===== config.mk =====
export PLATFORM = sky130hd
export DESIGN_NAME = polyline_delta_char_encoder_unit
export DESIGN_NICKNAME = d
export VERILOG_FILES = /design/src/hdl/pdce_pkg.sv /design/src/hdl/pdce_ctrl.sv /design/src/hdl/pdce_dp.sv /design/src/hdl/polyline_delta_char_encoder_unit.sv
export SDC_FILE = /design/constraint.sdc
export NUM_CORES = 1
export LEC_CHECK = 0
export BUFFER_PORTS_ARGS = -buffer_cell sky130_fd_sc_hd__buf_2
export CAP_MARGIN = 20
export CORE_MARGIN = 2
export CORE_UTILIZATION = 55
export CTS_BUF_LIST = sky130_fd_sc_hd__clkbuf_2
export DETAILED_ROUTE_END_ITERATION = 6
export PLACE_DENSITY = 0.75
export SLEW_MARGIN = 20
export SYNTH_ARGS = -nofsm -noshare
export SYNTH_HDL_FRONTEND = slang
export SYNTH_HIERARCHICAL = 1
export SYNTH_SLANG_ARGS = --single-unit

===== constraint.sdc =====
create_clock -name i_clk -period 3.4 [get_ports i_clk]
set_input_delay 0.34 -clock i_clk [delete_from_list [all_inputs] [get_ports i_clk]]
set_output_delay 0.34 -clock i_clk [all_outputs]
set_load 0.03 [all_outputs]

===== src/hdl/pdce_pkg.sv =====
// ----------------------------------------------------------------------------
// pdce_pkg
// Shared widths, constants, handshake structs and the zigzag map for the
// polyline delta character encoder.
// ----------------------------------------------------------------------------
`default_nettype none

package pdce_pkg;

    localparam int LAT_W   = 25;
    localparam int LNG_W   = 26;
    localparam int DELTA_W = 27;   // exact difference of two 26-bit values
    localparam int ZZ_W    = DELTA_W + 1;
    localparam int CHUNK_W = 5;
    localparam int CHAR_W  = 7;
    localparam int IN_DATA_W  = 56;
    localparam int IN_USER_W  = 2;
    localparam int OUT_DATA_W = 8;

    localparam logic [CHAR_W-1:0] CHAR_BIAS  = 7'd63;
    localparam logic [CHAR_W-1:0] CHUNK_MORE = 7'h20;

    // controller to datapath
    typedef struct packed {
        logic load;      // take a new point, update previous point
        logic emit;      // write one character into the output register
        logic sel_lng;   // 0: latitude value, 1: longitude value
    } t_cmd;

    // datapath to controller
    typedef struct packed {
        logic out_free;    // output register can take a character this cycle
        logic last_chunk;  // selected value has at most five bits left
    } t_sts;

    // shift left, invert when negative
    function automatic logic [ZZ_W-1:0] zigzag(input logic [DELTA_W-1:0] d);
        zigzag = {d, 1'b0} ^ {ZZ_W{d[DELTA_W-1]}};
    endfunction

endpackage

`default_nettype wire


===== src/hdl/pdce_ctrl.sv =====
// ----------------------------------------------------------------------------
// pdce_ctrl
// Sequencer: takes one point, then walks the latitude and the longitude
// characters out one at a time.
// ----------------------------------------------------------------------------
`default_nettype none

module pdce_ctrl
    import pdce_pkg::*;
(
    input  wire  i_clk,
    input  wire  i_rst_n,
    input  wire  i_in_valid,
    input  wire  i_in_emitted,
    output logic o_in_ready,
    input  t_sts i_sts,
    output t_cmd o_cmd
);

    localparam logic [1:0] S_IDLE = 2'd0;
    localparam logic [1:0] S_LAT  = 2'd1;
    localparam logic [1:0] S_LNG  = 2'd2;

    logic [1:0] r_state;
    logic [1:0] n_state;

    always_comb begin
        o_in_ready    = (r_state == S_IDLE);
        o_cmd.load    = o_in_ready && i_in_valid && i_in_emitted;
        o_cmd.emit    = ((r_state == S_LAT) || (r_state == S_LNG)) && i_sts.out_free;
        o_cmd.sel_lng = (r_state == S_LNG);
        n_state       = r_state;
        case (r_state)
            S_IDLE: begin
                if (o_cmd.load) begin
                    n_state = S_LAT;
                end
            end
            S_LAT: begin
                if (o_cmd.emit && i_sts.last_chunk) begin
                    n_state = S_LNG;
                end
            end
            S_LNG: begin
                if (o_cmd.emit && i_sts.last_chunk) begin
                    n_state = S_IDLE;
                end
            end
            default: begin
                n_state = S_IDLE;
            end
        endcase
    end

    always_ff @(posedge i_clk) begin
        if (!i_rst_n) begin
            r_state <= S_IDLE;
        end else begin
            r_state <= n_state;
        end
    end

    a_load_starts_lat: assert property (@(posedge i_clk) disable iff (!i_rst_n)
        o_cmd.load |=> (r_state == S_LAT))
        else $error("load did not start the latitude characters");

    a_no_load_while_busy: assert property (@(posedge i_clk) disable iff (!i_rst_n)
        o_cmd.load |-> !o_cmd.emit)
        else $error("load and emit in the same cycle");

    a_lng_end_idle: assert property (@(posedge i_clk) disable iff (!i_rst_n)
        (o_cmd.emit && o_cmd.sel_lng && i_sts.last_chunk) |=> (r_state == S_IDLE))
        else $error("controller did not return to idle after the last character");

endmodule

`default_nettype wire


===== src/hdl/pdce_dp.sv =====
// ----------------------------------------------------------------------------
// pdce_dp
// Datapath: previous point, delta and zigzag, chunk shifters and the output
// character register.
// ----------------------------------------------------------------------------
`default_nettype none

module pdce_dp
    import pdce_pkg::*;
(
    input  wire               i_clk,
    input  wire               i_rst_n,
    input  wire  [LAT_W-1:0]  i_lat_e5,
    input  wire  [LNG_W-1:0]  i_lng_e5,
    input  wire               i_first_point,
    input  t_cmd              i_cmd,
    output t_sts              o_sts,
    input  wire               i_out_ready,
    output logic              o_out_valid,
    output logic [CHAR_W-1:0] o_code_char,
    output logic              o_item_done
);

    logic [LAT_W-1:0]   r_prev_lat;
    logic [LNG_W-1:0]   r_prev_lng;
    logic [ZZ_W-1:0]    r_z_lat;
    logic [ZZ_W-1:0]    r_z_lng;
    logic               r_out_valid;
    logic [CHAR_W-1:0]  r_char;
    logic               r_done;

    logic [LAT_W-1:0]   base_lat;
    logic [LNG_W-1:0]   base_lng;
    logic [DELTA_W-1:0] d_lat;
    logic [DELTA_W-1:0] d_lng;
    logic [ZZ_W-1:0]    z_sel;
    logic               more;
    logic [CHAR_W-1:0]  n_char;

    always_comb begin
        base_lat = i_first_point ? '0 : r_prev_lat;
        base_lng = i_first_point ? '0 : r_prev_lng;
        d_lat = {{(DELTA_W-LAT_W){i_lat_e5[LAT_W-1]}}, i_lat_e5}
              - {{(DELTA_W-LAT_W){base_lat[LAT_W-1]}}, base_lat};
        d_lng = {{(DELTA_W-LNG_W){i_lng_e5[LNG_W-1]}}, i_lng_e5}
              - {{(DELTA_W-LNG_W){base_lng[LNG_W-1]}}, base_lng};
        z_sel  = i_cmd.sel_lng ? r_z_lng : r_z_lat;
        more   = |z_sel[ZZ_W-1:CHUNK_W];
        n_char = ({{(CHAR_W-CHUNK_W){1'b0}}, z_sel[CHUNK_W-1:0]}
                 | (more ? CHUNK_MORE : '0)) + CHAR_BIAS;
        o_sts.out_free   = !r_out_valid || i_out_ready;
        o_sts.last_chunk = !more;
    end

    // point state and chunk shifters
    always_ff @(posedge i_clk) begin
        if (!i_rst_n) begin
            r_prev_lat <= '0;
            r_prev_lng <= '0;
        end else if (i_cmd.load) begin
            r_prev_lat <= i_lat_e5;
            r_prev_lng <= i_lng_e5;
        end
    end

    always_ff @(posedge i_clk) begin
        if (i_cmd.load) begin
            r_z_lat <= zigzag(d_lat);
            r_z_lng <= zigzag(d_lng);
        end else if (i_cmd.emit) begin
            if (i_cmd.sel_lng) begin
                r_z_lng <= r_z_lng >> CHUNK_W;
            end else begin
                r_z_lat <= r_z_lat >> CHUNK_W;
            end
        end
    end

    // output character register
    always_ff @(posedge i_clk) begin
        if (!i_rst_n) begin
            r_out_valid <= 1'b0;
        end else if (i_cmd.emit) begin
            r_out_valid <= 1'b1;
        end else if (i_out_ready) begin
            r_out_valid <= 1'b0;
        end
    end

    always_ff @(posedge i_clk) begin
        if (i_cmd.emit) begin
            r_char <= n_char;
            r_done <= i_cmd.sel_lng && !more;
        end
    end

    assign o_out_valid = r_out_valid;
    assign o_code_char = r_char;
    assign o_item_done = r_done;

    a_emit_has_room: assert property (@(posedge i_clk) disable iff (!i_rst_n)
        i_cmd.emit |-> (!r_out_valid || i_out_ready))
        else $error("character written over a pending one");

    a_done_on_last: assert property (@(posedge i_clk) disable iff (!i_rst_n)
        (i_cmd.emit && i_cmd.sel_lng && o_sts.last_chunk) |=> (r_out_valid && r_done))
        else $error("final longitude character not flagged");

    a_char_range: assert property (@(posedge i_clk) disable iff (!i_rst_n)
        r_out_valid |-> (r_char >= CHAR_BIAS))
        else $error("character below bias");

endmodule

`default_nettype wire


===== src/hdl/polyline_delta_char_encoder_unit.sv =====
// ----------------------------------------------------------------------------
// polyline_delta_char_encoder_unit
// Encoded polyline point encoder: delta against the previous emitted point,
// zigzag map, five-bit chunks to printable characters.
//
//   channel   dir  data                             sideband
//   s_axis    in   [24:0] lat_e5, [50:25] lng_e5     tuser: kept, first_point
//                                                    tlast: last_point
//   m_axis    out  [6:0] code_char                   tlast: item_done
//
// an emitted point is loaded, then its characters (2 to 12) are written
// one at a time by the chunk shifters, each when the output register is
// free. a point with no flag set is dropped.
// reset is synchronous active low and clears the previous point to zero.
// a stalled m_axis holds the character; the shifter waits on the output
// register, and the next point is taken while the last character waits.
// ----------------------------------------------------------------------------
`default_nettype none

module polyline_delta_char_encoder_unit
    import pdce_pkg::*;
(
    input  wire                   i_clk,
    input  wire                   i_rst_n,
    input  wire                   s_axis_tvalid,
    output logic                  s_axis_tready,
    input  wire  [IN_DATA_W-1:0]  s_axis_tdata,   // lat_e5, lng_e5, zero pad
    input  wire  [IN_USER_W-1:0]  s_axis_tuser,   // kept, first_point
    input  wire                   s_axis_tlast,   // last_point
    output logic                  m_axis_tvalid,
    input  wire                   m_axis_tready,
    output logic [OUT_DATA_W-1:0] m_axis_tdata,   // code_char, zero pad
    output logic                  m_axis_tlast    // item_done
);

    t_cmd              cmd;
    t_sts              sts;
    logic              emitted;
    logic [CHAR_W-1:0] code_char;

    assign emitted = s_axis_tuser[0] | s_axis_tuser[1] | s_axis_tlast;

    pdce_ctrl u_ctrl (
        .i_clk        (i_clk),
        .i_rst_n      (i_rst_n),
        .i_in_valid   (s_axis_tvalid),
        .i_in_emitted (emitted),
        .o_in_ready   (s_axis_tready),
        .i_sts        (sts),
        .o_cmd        (cmd)
    );

    pdce_dp u_dp (
        .i_clk         (i_clk),
        .i_rst_n       (i_rst_n),
        .i_lat_e5      (s_axis_tdata[LAT_W-1:0]),
        .i_lng_e5      (s_axis_tdata[LAT_W+LNG_W-1:LAT_W]),
        .i_first_point (s_axis_tuser[1]),
        .i_cmd         (cmd),
        .o_sts         (sts),
        .i_out_ready   (m_axis_tready),
        .o_out_valid   (m_axis_tvalid),
        .o_code_char   (code_char),
        .o_item_done   (m_axis_tlast)
    );

    assign m_axis_tdata = {{(OUT_DATA_W-CHAR_W){1'b0}}, code_char};

endmodule

`default_nettype wire


[Word-level counts from Yosys, hierarchy flattened]
Cells that the tools add are included.
W data, S select, Z words.
Cells by class
  add/subtract/negate cells: 3
  equality and inequality tests: 6
  multiplexer cells: 16
  bitwise operators: 5
  reductions and logical operators: 17
Operators by type and width (count)
  $mux W28: 7
  $xor A28 B28 Y28: 2
  $sub A26 B26 Y27: 1
  $mux W26: 1
  $sub A25 B25 Y26: 1
  $mux W25: 1
  $reduce_or A23 Y1: 1
  $add A7 B6 Y7 const B: 1
  $or A5 B7 Y7: 1
  $mux W2: 3
  $mux W6: 1
  $ne A2 B2 Y1 const B: 3
  $pmux W2 S3: 1
  $reduce_bool A2 Y1: 3
  $logic_and A1 B1 Y1: 5
  $reduce_and A2 Y1: 2
  $reduce_and A3 Y1: 1
  $eq A2 B1 Y1 const B: 1
  $eq A2 B2 Y1 const B: 1
  $logic_not A1 Y1: 2
  $logic_not A2 Y1: 1
  $logic_or A1 B1 Y1: 2
  $mux W1: 2
  $ne A2 B1 Y1 const B: 1
  $or A1 B1 Y1: 2
Storage, ports and cells
  register bits: 118
  input bits: 63
  output and inout bits: 11
  word-level logic and storage cells: 55

[Depth between registers and ports, before layout]
  depth after elaboration: 7
  gate-level depth with buffers: 15
  mapped depth without buffers: 13

[Modules after synthesis]
Netlist, hierarchy kept.
By module, submodules not included
  pdce_dp: times used 1, cells each 799, area an instance 7911.3 sq um, seq. area each 2872.8 sq um
  pdce_ctrl: times used 1, cells each 22, area an instance 182.7 sq um, seq. area each 40.0 sq um
  polyline_delta_char_encoder_unit: times used 1, cells each 3, area an instance 17.5 sq um, seq. area each 0.0 sq um

[Worst setup path before layout]
No wires, ideal clock.
  kind: register -> register
  from: reg u_ctrl.r_state[0]
  to: reg u_dp.r_z_lat[0], enable pin
  library setup time: 0.415 ns
  data arrival time: 2.884 ns
  data required time: 2.985 ns
  path slack: 0.101 ns
  stages on the path, launching flop included: 9
  buffers on the path: 4
  period minus slack after synthesis: 3.299 ns
  cells stage by stage: dfxtp_1 > inv_1 > ha_1 > and3_1 > clkbuf_1 > buf_1 > buf_1 > clkbuf_1 > o21bai_1
RTL lines
  from (decl): line pdce_ctrl.sv:24  | logic [1:0] r_state;
  from (signal assigned): line pdce_ctrl.sv:59  | r_state <= n_state;
  to (signal assigned): line pdce_dp.sv:68  | r_z_lat <= zigzag(d_lat);
  to (signal assigned): line pdce_dp.sv:74  | r_z_lat <= r_z_lat >> CHUNK_W;
  to (decl): line pdce_dp.sv:26  | logic [ZZ_W-1:0] r_z_lat;

[Worst setup path after layout]
  from: reg u_dp.r_prev_lng[0]
  to: reg u_dp.r_z_lng[14] (data pin)
Between the ends
  word-level cells in the longest chain between the ends: 4
RTL lines
  from (decl): line pdce_dp.sv:25  | logic [LNG_W-1:0] r_prev_lng;
  from (signal assigned): line pdce_dp.sv:62  | r_prev_lng <= i_lng_e5;
  $mux W26: line pdce_dp.sv:42  | base_lng = i_first_point ? '0 : r_prev_lng;
  $sub A26 B26 Y27: line pdce_dp.sv:46  | - {{(DELTA_W-LNG_W){base_lng[LNG_W-1]}}, base_lng};
  $xor A28 B28 Y28: line pdce_pkg.sv:38  | zigzag = {d, 1'b0} ^ {ZZ_W{d[DELTA_W-1]}};
  $mux W28: line pdce_dp.sv:67  | if (i_cmd.load) begin
  to (signal assigned): line pdce_dp.sv:69  | r_z_lng <= zigzag(d_lng);
  to (signal assigned): line pdce_dp.sv:72  | r_z_lng <= r_z_lng >> CHUNK_W;
  to (decl): line pdce_dp.sv:27  | logic [ZZ_W-1:0] r_z_lng;
Every way passes these cells.
A chain may end at the register's enable or synchronous reset.

==> metrics.yaml <==
overflow: 0
vias: 6250
gp_congestion: 0.896
setup-violations-final: 0
syn_area_per_cell_sq_um: 9.84
die-width_um: 125
htreeDepth: 4
start_kind: "flop"
die_y_um: 125
core-area_sq_mm: 0.0145
grt_max_degree: 57
cts_tree: "built"
fin_crit_sh_pct: 95.3
yosys_register_bits: 115
drv_slew: 0
antenna_found_initial: 1
netlist-cell-type-count: 67
dr.pass1.iters: 5
synth_top_area_share_pct: 22.6
power_leakage_nw: 3.72
viasPerCell: 5.41
finalClockSkew_ns: 0.0210
critPathCaptureType: "flop"
required_ns: 3.83
syn_to_final_growth_pct: 17.3
critical_path.max_fanout: 10
period_needed_ns: 3.24
finish.net_count: 1085
start_util_pct: 56.0
cts_num_sinks: 115
status: "completed"
syn_area_sq_mm: 0.00811
drv_cap: 0
yosys-top-cells-area: "edfxtp_1, dfxtp_1, ha_1, xnor2_1, mux2i_1"
drt_iter0_markers: 505
cts_root_buffer: "clkbuf_2"
design_area_sq_mm: 0.00952
placed_area_sq_mm: 0.00877
fmax_ghz: 0.309
yosys_warnings: 6
antenna_left: 0
ir_drop_mv: 0.326
wl_um: 17000
finalHoldViolCount: 0
layout.cells.non_filler: 1156
grt_pass1_wl_um: 28900
io_pins: 74
grt_pass1_vias: 6214
clk_pin_slew_ns: 0.16
worst_pin_slew_ns: 0.869
ctsLongestPathBuffers: 2
async_flop_share_pct: 0
grtUsageTotal_pct: 22.1
wire_per_inst_um: 14.7
yosysMostFrequentCell: "xnor2_1"
synth_edf_count: 61
syn_inst: 824
worstHoldPathType: "input pin to flop"
clock_latency_ns: 0.65
yosysSeqAreaShare_pct: 35.9
numPortBuffers: 67
yosys-top-cells-count: "xnor2_1, a21oi_1, edfxtp_1"
syn_nets: 949
cp_data_arrival_time_ns: 3.67
crit_type: "flop to flop"
drc: 0
dp.cells: 1070
fin_hold_ws_ns: 0.0907
relSlewSlack_pct: 42.1
synth.largest_area_cell: "edfxtp_1"
drive_gt1_share_pct: 17.2
row_count: 44
hpwl_um: 11900
ys.flop_type: "edfxtp_1"
die_area_sq_mm: 0.0157
p_per_area_mw_per_mm2: 561
cts_made_buffers: 17
## final cells by class
class | instances | area [sq um]
multi-input combinational | 659 | 4980
fill | 1206 | 4960
sequential | 115 | 2910
timing repair buffer | 151 | 1180
tap | 184 | 230
clock buffer | 20 | 100
inverter | 16 | 60.1
clock inverter | 10 | 46.3
antenna | 1 | 2.50
## final timing paths
check | start | endpoint | slack (ns) | cells after the start
setup / recovery | u_dp/r_prev_lng[0] | u_dp/r_z_lng[14] | 0.16 | 14
hold reg to reg | u_ctrl/r_state[1] | u_ctrl/r_state[1] | 0.50 | 2
setup reg to reg | u_dp/r_prev_lng[0] | u_dp/r_z_lng[14] | 0.16 | 14
hold / removal | s_axis_tvalid | u_ctrl/r_state[0] | 0.09 | 4
## kinds of logic after synthesis
group | share of synthesized area (%)
other | 0.0462
AOI/OAI and AO/OA | 12.9
DFF | 35.9
adders and majority gates | 9.75
buffers and inverters | 2.92
and+or+nand+nor | 17.8
muxes | 10.4
xor gates and xnor gates | 10.3
## cells in the final DEF, fill, tap and decap left out, types with 21 or more instances in the layout
master,synthesis,routed
xnor2_1,72,72
nand2b_1,59,59
nand2_1,34,34
edfxtp_1,61,61
ha_1,60,60
nor2_1,53,53
mux2i_1,58,58
a21o_1,21,21
buf_4,1,26
nor2b_1,60,60
buf_2,0,67
a21oi_1,61,60
dlygate4sd3_1,0,52
o21ai_0,21,21
dfxtp_1,54,54
mux2_2,23,23
## sequential cells by signal, summed over array words and instances, names as in the netlist
name / flops
u_dp/o_item_done: 1
u_dp/r_prev_lat: 25
u_ctrl/r_state: 2
u_dp/r_prev_lng: 26
u_dp/r_z_lng: 27
u_dp/o_out_valid: 1
u_dp/r_z_lat: 26
u_dp/o_code_char: 7
## routing by layer
layer | track usage, % | part of all wire [%] | vias up
met5 | 0 | 0 | -
met4 | 4.97 | 0.98 | 0
met3 | 4.66 | 3.6 | 13
met2 | 34.9 | 45 | 132
met1 | 31.2 | 51 | 2906
li1 | - | - | 3199
## through the flow
step / setup TNS (ns) / setup WS (ns) / utilization, % / total power [mW]
floorplan: 0 / 0.101 / - / 4.05
global placement: 0 / 0.0868 / 60.6 / 4.55
detailed placement: -0.0138 / -0.0138 / 60.6 / 4.61
CTS: 0 / 0.0892 / 65.2 / 5.34
global route: -0.0256 / -0.00986 / 65.7 / 5.74
finish: 0 / 0.161 / 65.7 / 5.34
## worst max-delay path: stages (launching register included)
cell and delay (ns):
dfxtp_1 0.34, nor2b_1 0.13, ha_1 0.21, fa_1 0.41, nand2b_1 0.19, a21oi_2 0.19, o211ai_1 0.15, a31oi_2 0.31
o21a_1 0.17, o21ai_1 0.11, a21oi_4 0.16, buf_12 0.14, clkbuf_16 0.16, xnor2_1 0.07, mux2_2 0.27
## power by group
| group | switching, mW | internal (mW) | leakage, nW |
|---|---|---|---|
| Clock | 0.498 | 0.174 | 0.115 |
| Sequential | 0.216 | 2.07 | 1.03 |
| Combinational | 1.29 | 1.10 | 2.58 |
## what timing repair did
item | in CTS | in global routing
buffers inserted | 0 | 1
gates resized for setup | 0 | 1
endpoints found under the setup margin | 0 | 18
hold buffers | 52 | 0
endpoints found under the hold margin | 52 | 0
No activity file was read; power rests on OpenSTA's default activity.
